--- config.mk ---
export PLATFORM = sky130hd
export DESIGN_NAME = lru_page_replacement_stack
export DESIGN_NICKNAME = d
export VERILOG_FILES = /design/src/design/lps_pkg.sv /design/src/design/lps_datapath.sv /design/src/design/lps_ctrl.sv /design/src/design/lru_page_replacement_stack.sv
export SDC_FILE = /design/constraint.sdc
export NUM_CORES = 1
export LEC_CHECK = 0
export BUFFER_PORTS_ARGS = -buffer_cell sky130_fd_sc_hd__buf_2
export CORE_UTILIZATION = 66
export DETAILED_ROUTE_END_ITERATION = 10
export PLACE_DENSITY = 0.9
export SLEW_MARGIN = 30
export SYNTH_ARGS = -nofsm -noshare
export SYNTH_HDL_FRONTEND = slang
export SYNTH_SLANG_ARGS = --single-unit
export TNS_END_PERCENT = 5
--- constraint.sdc ---
create_clock -name i_clk -period 10.2 [get_ports i_clk]
set_input_delay 1.02 -clock i_clk [delete_from_list [all_inputs] [get_ports i_clk]]
set_output_delay 1.02 -clock i_clk [all_outputs]
set_load 0.01 [all_outputs]
--- src/design/lps_pkg.sv ---
// Shared constants and types for the LRU page replacement stack.
// Used by lps_ctrl, lps_datapath and lru_page_replacement_stack.
package lps_pkg;

    // Default sizes
    localparam int DEF_MAX_FRAMES   = 16;
    localparam int DEF_PAGE_BITS    = 20;
    localparam int DEF_PROCESS_BITS = 8;

    // Capacity register
    localparam int         CFG_W        = 5;
    localparam logic [4:0] FRAMES_RESET = 5'd16;

    // Operation codes carried on the input tuser
    localparam logic OP_INSERT = 1'b0;
    localparam logic OP_TOUCH  = 1'b1;

    // Commands from the controller to the datapath
    typedef struct packed {
        logic capture;   // latch the incoming word
        logic match;     // register the parallel tag compare
        logic exec;      // update the stack and load the result
    } t_dp_cmd;

endpackage

--- src/design/lps_datapath.sv ---
// Datapath of the LRU page replacement stack: stack cells, parallel match,
// occupancy count, capacity register and result register. Uses lps_pkg.
module lps_datapath #(
    parameter int MAX_FRAMES   = lps_pkg::DEF_MAX_FRAMES,
    parameter int PAGE_BITS    = lps_pkg::DEF_PAGE_BITS,
    parameter int PROCESS_BITS = lps_pkg::DEF_PROCESS_BITS
) (
    input  logic                         i_clk,
    input  logic                         i_rst_n,
    input  lps_pkg::t_dp_cmd             i_cmd,
    input  logic                         i_op,
    input  logic [PAGE_BITS-1:0]         i_page,
    input  logic [PROCESS_BITS-1:0]      i_process,
    input  logic                         i_cfg_we,
    input  logic [lps_pkg::CFG_W-1:0]    i_cfg_wdata,
    output logic                         o_victim_valid,
    output logic [PAGE_BITS-1:0]         o_victim_page,
    output logic [PROCESS_BITS-1:0]      o_victim_process
);
    import lps_pkg::*;

    localparam int IW = $clog2(MAX_FRAMES);
    localparam int CW = $clog2(MAX_FRAMES + 1);
    localparam int WW = (CW > CFG_W) ? CW : CFG_W;

    // Latched word
    logic                    r_op;
    logic [PAGE_BITS-1:0]    r_pg;
    logic [PROCESS_BITS-1:0] r_pr;

    // Stack cells, top at index 0
    logic [PAGE_BITS-1:0]    r_page [MAX_FRAMES];
    logic [PROCESS_BITS-1:0] r_proc [MAX_FRAMES];

    logic [MAX_FRAMES-1:0]   r_match;
    logic [MAX_FRAMES-1:0]   n_match;
    logic [CW-1:0]           r_count;
    logic [CFG_W-1:0]        r_frames;

    logic                    r_vv;
    logic [PAGE_BITS-1:0]    r_vp;
    logic [PROCESS_BITS-1:0] r_vq;

    logic [WW-1:0]           frames_w;
    logic [WW-1:0]           max_w;
    logic [WW-1:0]           count_w;
    logic [WW-1:0]           cap_w;
    logic                    evict;
    logic [CW-1:0]           bottom_full;
    logic [IW-1:0]           bottom_idx;
    logic [MAX_FRAMES-1:0]   first_mask;
    logic                    any_match;

    // Clamp the capacity to 1..MAX_FRAMES and decide on eviction
    always_comb begin
        frames_w = WW'(r_frames);
        max_w    = WW'(MAX_FRAMES);
        count_w  = WW'(r_count);
        if (frames_w == '0) begin
            cap_w = WW'(1);
        end else if (frames_w > max_w) begin
            cap_w = max_w;
        end else begin
            cap_w = frames_w;
        end
        evict       = (count_w >= cap_w);
        bottom_full = r_count - CW'(1);
        bottom_idx  = bottom_full[IW-1:0];
    end

    // Compare every occupied cell against the latched tag
    always_comb begin
        for (int k = 0; k < MAX_FRAMES; k++) begin
            n_match[k] = (CW'(k) < r_count) && (r_page[k] == r_pg) && (r_proc[k] == r_pr);
        end
    end

    // Cells from the top down to the first match, inclusive
    assign any_match  = |r_match;
    assign first_mask = r_match ^ (r_match - MAX_FRAMES'(1));

    // Hold the capacity register
    always_ff @(posedge i_clk) begin
        if (!i_rst_n) begin
            r_frames <= FRAMES_RESET;
        end else if (i_cfg_we) begin
            r_frames <= i_cfg_wdata;
        end
    end

    // Latch the word and the match vector
    always_ff @(posedge i_clk) begin
        if (i_cmd.capture) begin
            r_op <= i_op;
            r_pg <= i_page;
            r_pr <= i_process;
        end
        if (i_cmd.match) begin
            r_match <= n_match;
        end
    end

    // Shift the stack cells
    always_ff @(posedge i_clk) begin
        if (i_cmd.exec) begin
            if (r_op == OP_INSERT) begin
                r_page[0] <= r_pg;
                r_proc[0] <= r_pr;
                for (int k = 1; k < MAX_FRAMES; k++) begin
                    r_page[k] <= r_page[k-1];
                    r_proc[k] <= r_proc[k-1];
                end
            end else if (any_match) begin
                if (first_mask[0]) begin
                    r_page[0] <= r_pg;
                    r_proc[0] <= r_pr;
                end
                for (int k = 1; k < MAX_FRAMES; k++) begin
                    if (first_mask[k]) begin
                        r_page[k] <= r_page[k-1];
                        r_proc[k] <= r_proc[k-1];
                    end
                end
            end
        end
    end

    // Advance the occupancy count on a non-evicting insert
    always_ff @(posedge i_clk) begin
        if (!i_rst_n) begin
            r_count <= '0;
        end else if (i_cmd.exec && (r_op == OP_INSERT) && !evict) begin
            r_count <= r_count + CW'(1);
        end
    end

    // Load the result word
    always_ff @(posedge i_clk) begin
        if (i_cmd.exec) begin
            if ((r_op == OP_INSERT) && evict) begin
                r_vv <= 1'b1;
                r_vp <= r_page[bottom_idx];
                r_vq <= r_proc[bottom_idx];
            end else begin
                r_vv <= 1'b0;
                r_vp <= '0;
                r_vq <= '0;
            end
        end
    end

    assign o_victim_valid   = r_vv;
    assign o_victim_page    = r_vp;
    assign o_victim_process = r_vq;

`ifndef SYNTH
    a_count_max: assert property (@(posedge i_clk) disable iff (!i_rst_n)
        (WW'(r_count) <= WW'(MAX_FRAMES)))
        else $error("occupancy above stack depth");

    a_count_step: assert property (@(posedge i_clk) disable iff (!i_rst_n)
        ($past(i_rst_n) && (r_count != $past(r_count))) |-> (r_count == $past(r_count) + CW'(1)))
        else $error("occupancy moved by other than one");

    a_evict_nonempty: assert property (@(posedge i_clk) disable iff (!i_rst_n)
        (i_cmd.exec && (r_op == OP_INSERT) && evict) |-> (r_count != '0))
        else $error("eviction from an empty stack");
`endif

endmodule

--- src/design/lps_ctrl.sv ---
// Controller of the LRU page replacement stack: sequences capture, match
// and update, and holds the stream handshakes. Uses lps_pkg.
module lps_ctrl (
    input  logic             i_clk,
    input  logic             i_rst_n,
    input  logic             i_s_tvalid,
    input  logic             i_s_op,
    input  logic             i_m_tready,
    output logic             o_s_tready,
    output logic             o_m_tvalid,
    output lps_pkg::t_dp_cmd o_cmd
);
    import lps_pkg::*;

    typedef enum logic [1:0] {
        S_IDLE,
        S_MATCH,
        S_EXEC
    } t_state;

    t_state r_state;
    t_state n_state;
    logic   r_ready;
    logic   r_out_valid;
    logic   n_out_valid;
    logic   accept;
    logic   out_free;

    assign accept   = i_s_tvalid && r_ready;
    assign out_free = !r_out_valid || i_m_tready;

    // Commands to the datapath
    always_comb begin
        o_cmd.capture = accept;
        o_cmd.match   = (r_state == S_MATCH);
        o_cmd.exec    = (r_state == S_EXEC) && out_free;
    end

    // Next state and result valid
    always_comb begin
        n_state     = r_state;
        n_out_valid = r_out_valid && !i_m_tready;
        unique case (r_state)
            S_IDLE: begin
                if (accept) begin
                    n_state = (i_s_op == OP_TOUCH) ? S_MATCH : S_EXEC;
                end
            end
            S_MATCH: begin
                n_state = S_EXEC;
            end
            S_EXEC: begin
                if (out_free) begin
                    n_state     = S_IDLE;
                    n_out_valid = 1'b1;
                end
            end
            default: begin
                n_state = S_IDLE;
            end
        endcase
    end

    // Hold state and registered handshakes
    always_ff @(posedge i_clk) begin
        if (!i_rst_n) begin
            r_state     <= S_IDLE;
            r_ready     <= 1'b1;
            r_out_valid <= 1'b0;
        end else begin
            r_state     <= n_state;
            r_ready     <= (n_state == S_IDLE);
            r_out_valid <= n_out_valid;
        end
    end

    assign o_s_tready = r_ready;
    assign o_m_tvalid = r_out_valid;

`ifndef SYNTH
    a_ready_idle: assert property (@(posedge i_clk) disable iff (!i_rst_n)
        r_ready |-> (r_state == S_IDLE))
        else $error("input ready outside idle");

    a_match_then_exec: assert property (@(posedge i_clk) disable iff (!i_rst_n)
        (r_state == S_MATCH) |=> (r_state == S_EXEC))
        else $error("match step not followed by update");

    a_result_from_exec: assert property (@(posedge i_clk) disable iff (!i_rst_n)
        ($past(i_rst_n) && $rose(r_out_valid)) |-> ($past(r_state) == S_EXEC))
        else $error("result raised outside update step");
`endif

endmodule

--- src/design/lru_page_replacement_stack.sv ---
// LRU page replacement stack, top level. Accepts one reference word at a
// time and returns one result word for each. An insert passes capture and
// stack update, a touch capture, registered parallel tag match and stack
// update; the update step loads the result register. The controller takes
// the next word in the cycle after the result register is loaded, so no
// new word is taken while the last one is in flight. A stalled output holds
// the update step until the result register can take the new word. The
// stack is a row of shifting cells, top at slot 0; its contents are
// undefined until written, only the occupancy count is cleared by reset.
// The capacity register may be written at any idle time and takes effect
// on the next word; values 0 and above MAX_FRAMES act as 1 and MAX_FRAMES.
// Depends on lps_pkg, lps_ctrl and lps_datapath.
module lru_page_replacement_stack #(
    parameter int MAX_FRAMES   = lps_pkg::DEF_MAX_FRAMES,
    parameter int PAGE_BITS    = lps_pkg::DEF_PAGE_BITS,
    parameter int PROCESS_BITS = lps_pkg::DEF_PROCESS_BITS
) (
    input  logic                                          i_clk,
    input  logic                                          i_rst_n,
    // Capacity register write
    input  logic                                          i_cfg_we,
    input  logic [lps_pkg::CFG_W-1:0]                     i_cfg_wdata,
    // Input stream
    input  logic                                          i_s_tvalid,
    output logic                                          o_s_tready,
    // tdata from bit 0: page, process_id, zero pad
    input  logic [((PAGE_BITS+PROCESS_BITS+7)/8)*8-1:0]   i_s_tdata,
    // tuser: op
    input  logic                                          i_s_tuser,
    // Output stream
    output logic                                          o_m_tvalid,
    input  logic                                          i_m_tready,
    // tdata from bit 0: victim_page, victim_process, zero pad
    output logic [((PAGE_BITS+PROCESS_BITS+7)/8)*8-1:0]   o_m_tdata,
    // tuser: victim_valid
    output logic                                          o_m_tuser
);
    import lps_pkg::*;

    localparam int DW = ((PAGE_BITS + PROCESS_BITS + 7) / 8) * 8;

    t_dp_cmd                 cmd;
    logic [PAGE_BITS-1:0]    victim_page;
    logic [PROCESS_BITS-1:0] victim_process;

    lps_ctrl u_ctrl (
        .i_clk      (i_clk),
        .i_rst_n    (i_rst_n),
        .i_s_tvalid (i_s_tvalid),
        .i_s_op     (i_s_tuser),
        .i_m_tready (i_m_tready),
        .o_s_tready (o_s_tready),
        .o_m_tvalid (o_m_tvalid),
        .o_cmd      (cmd)
    );

    lps_datapath #(
        .MAX_FRAMES   (MAX_FRAMES),
        .PAGE_BITS    (PAGE_BITS),
        .PROCESS_BITS (PROCESS_BITS)
    ) u_datapath (
        .i_clk            (i_clk),
        .i_rst_n          (i_rst_n),
        .i_cmd            (cmd),
        .i_op             (i_s_tuser),
        .i_page           (i_s_tdata[PAGE_BITS-1:0]),
        .i_process        (i_s_tdata[PAGE_BITS+PROCESS_BITS-1:PAGE_BITS]),
        .i_cfg_we         (i_cfg_we),
        .i_cfg_wdata      (i_cfg_wdata),
        .o_victim_valid   (o_m_tuser),
        .o_victim_page    (victim_page),
        .o_victim_process (victim_process)
    );

    // Pack the result word
    assign o_m_tdata = DW'({victim_process, victim_page});

endmodule
==> impl_metrics.csv <==
group,metric,value,unit
detailed_routing,routedWlPerCell,30.3,um
timing,setup_tns,0,ns
run,cap_violations,0,
global_routing,top_usage_layer,"met2",
clock_tree,htreeDepth,2,
logic_synthesis,ys_top_cells_by_count,"edfxtp_1, xor2_1, xnor2_1, mux4_2, nor4_1",
detailed_routing,vias,15000,
logic_synthesis,synth.most_common_cell,"edfxtp_1",
global_routing,grt_pass1_vias,15200,
global_routing,grtUsageMet3,0.0484,
pwr,powerDensity,170,mW/mm2
worst_setup_path,r2r_end,"u_datapath.o_victim_page[1]",
logic_synthesis,yosysTopAreaCellShare,0.610,
logic_synthesis,avgSynthCellArea,16.3,um2
floorplan,die_area,0.0397,mm2
cells_and_area,final_net_count,1703,
worst_setup_path,arrival,4.35,ns
floorplan,die_w,199,um
clock_tree,clkTransAtPathRegs,0.06,ns
logic_synthesis,yosysWarnings,0,
timing,fin_skew,0.0193,ns
global_routing,grt_pass1_wl,97.8,mm
detailed_routing,firstDrtPassIters,6,
logic_synthesis,ys_types,53,
cells_and_area,syn2layout_area_growth,9.54,%
logic_synthesis,synth_edf_count,522,
logic_synthesis,synth_ff_type,"edfxtp_1",
global_routing,grt_max_degree,60,
pwr,peakVddDrop,0.169,mV
detailed_routing,drc,0,
worst_setup_path,critPathLaunchType,"flop",
logic_synthesis,ys_seq_area_frac,0.621,
worst_setup_path,worst_r2r_path_depth,6,
worst_setup_path,endpoint_kind,"flop",
placed_design,place.gp.congestion,0.923,
timing,rsz0062_at_grt,"no",
detailed_routing,via_per_inst,6.82,
worst_setup_path,required,10.49,ns
pwr,p_leak,9.41,nW
global_routing,grt_remaining_overflow,0,
worst_setup_path,worst-r2r-setup-slack,6.13,ns
worst_setup_path,path_class,"flop to flop",
detailed_routing,drtIter0Drc,1937,
global_routing,grtUsageTotal,0.351,
floorplan,initial_core_util,0.676,
worst_setup_path,regToRegStartpoint,"u_datapath.count_w[1]",
logic_synthesis,async_reset_ff_frac,0,
clock_tree,clockBufferDepth,3,
cells_and_area,final_area,0.0282,mm2
min_path,worstHoldPathCells,0,
timing,final_hold_viol_count,0,
floorplan,core_region_area,0.0380,mm2
floorplan,ios,78,
timing,min_period,4.07,ns
timing,post-route-period-util,0.399,
clock_tree,post-cts-setup-buffers,0,
clock_tree,cts_buffers,53,
timing,max-slew-margin-rel,0.276,
logic_synthesis,postSynthRegisterBits,536,
detailed_routing,postRouteWirelength,66.9,mm
timing,tightest_slew,1.06,ns
pwr,finalPower,4.78,mW
clock_tree,ctsHoldBuffers,0,
status,status,"finished, final reports clean",
cells_and_area,drive_gt1_frac,0.190,
clock_tree,ctsRootBufferMaster,"clkbuf_16",
min_path,hold_path.class,"flop to flop",
min_path,min_to,"u_datapath.r_proc[0][6]",
clock_tree,worstSkewPairLatency,0.61,ns
cells_and_area,diodes,0,
floorplan,num_rows,71,
global_routing,use_met2,0.567,
global_routing,grt_util_met1,0.440,
detailed_routing,final_antenna_net_count,0,
logic_synthesis,synth.area.top_cells,"edfxtp_1, xor2_1, mux4_2",
floorplan,die_h,199,um
logic_synthesis,synth_cells,1581,
clock_tree,ctsResizeCount,0,
clock_tree,cts.sinks,536,
placed_design,hpwl,48.1,mm
timing,fmax,0.246,GHz
timing,holdWs,0.460,ns
placed_design,dpl_cell_area,0.0265,mm2
clock_tree,cts_tree,"yes",
logic_synthesis,syn-cell-area,0.0257,mm2
cells_and_area,finish.utilization,0.741,
min_path,hp-start,"u_datapath.r_pr[6]",
placed_design,port_buffers,69,
logic_synthesis,synth_area_leader_cell,"edfxtp_1",
timing,slew_viol_final,0,
worst_setup_path,path_max_fanout,59,
global_routing,antenna_found_initial,0,
timing,setup_violations,0,
report_power, final:
group	internal, mW	switching, mW	leakage [nW]
combinational	0.151	0.261	3.73
sequential	2.46	0.0449	4.89
clock	1.05	0.812	0.788
total	3.66	1.12	9.41
through the flow:
stage	std cells	worst slack [ns]
final	2205	6.13
after global routing	2205	6.07
after CTS	2201	6.24
after detailed placement	2103	6.27
after global placement	2102	6.35
after floorplan	1584	3.90
cell type report:
type / count / area, um2
multi-input combinational: 931 / 9130
timing repair buffer: 119 / 771
inverter: 10 / 37.5
clock buffer: 72 / 1430
sequential: 536 / 16000
clock inverter: 26 / 195
fill: 2223 / 9860
tap: 511 / 639
worst max-delay path: stages (launching register included):
cell and delay, ns:
dfxtp_1 0.91, inv_1 0.18, ha_4 0.86, buf_4 0.80, mux4_2 0.46, mux2i_1 0.29, o22ai_1 0.17
placed cells by master (no fill, tap or decap), types with 8 or more instances in the layout:
| cell | count |
|---|---|
| nor3_1 | 9 |
| nor2_1 | 10 |
| ha_1 | 8 |
| clkbuf_16 | 54 |
| nand4_1 | 48 |
| xnor2_1 | 148 |
| edfxtp_1 | 522 |
| inv_1 | 9 |
| clkinv_1 | 17 |
| buf_4 | 42 |
| nand3_1 | 14 |
| clkbuf_1 | 17 |
| mux4_2 | 112 |
| buf_2 | 69 |
| nor4_1 | 89 |
| o22ai_1 | 28 |
| o21ai_0 | 8 |
| nand2_1 | 16 |
| xor2_1 | 301 |
| mux2i_1 | 60 |
| dfxtp_1 | 13 |
metal layers:
metal,part of all wire,vias to the layer above
met2,0.49,1124
met1,0.34,7496
met3,0.093,208
met4,0.079,0
met5,0,-
li1,-,6221
kinds of logic (layout without fill, tap and decap cells):
logic type	after synthesis	in the layout	share of synthesized area
fa+ha+maj	9	9	0.00438
simple gates	222	222	0.0515
xor+xnor	450	450	0.153
mux	172	172	0.121
other cells	1	4	0.000146
flops	536	536	0.621
compound gates	74	74	0.0196
buf+inv	117	227	0.0289
flip-flops by register name (all words and copies together) (netlist names), 8 cells and up:
register and flops:
u_datapath.r_pg 20, u_datapath.o_victim_process 8, u_datapath.r_proc 128, u_datapath.o_victim_page 20, u_datapath.r_pr 8, u_datapath.r_page 320, u_datapath.r_match 16
worst max path at each step:
stage / end / slack [ns] / start / cells after the start
global placement: u_datapath.o_victim_page[1] / 6.35 / u_datapath.count_w[1] / 6
finish: u_datapath.o_victim_page[1] / 6.13 / u_datapath.count_w[1] / 6
detailed placement: u_datapath.o_victim_page[1] / 6.27 / u_datapath.count_w[1] / 6
floorplan: u_datapath.r_page[14][0] / 3.90 / i_m_tready / 5
global route: u_datapath.o_victim_page[1] / 6.07 / u_datapath.count_w[1] / 6
CTS: u_datapath.o_victim_page[1] / 6.24 / u_datapath.count_w[1] / 6
No activity file was read; power rests on OpenSTA's default activity.
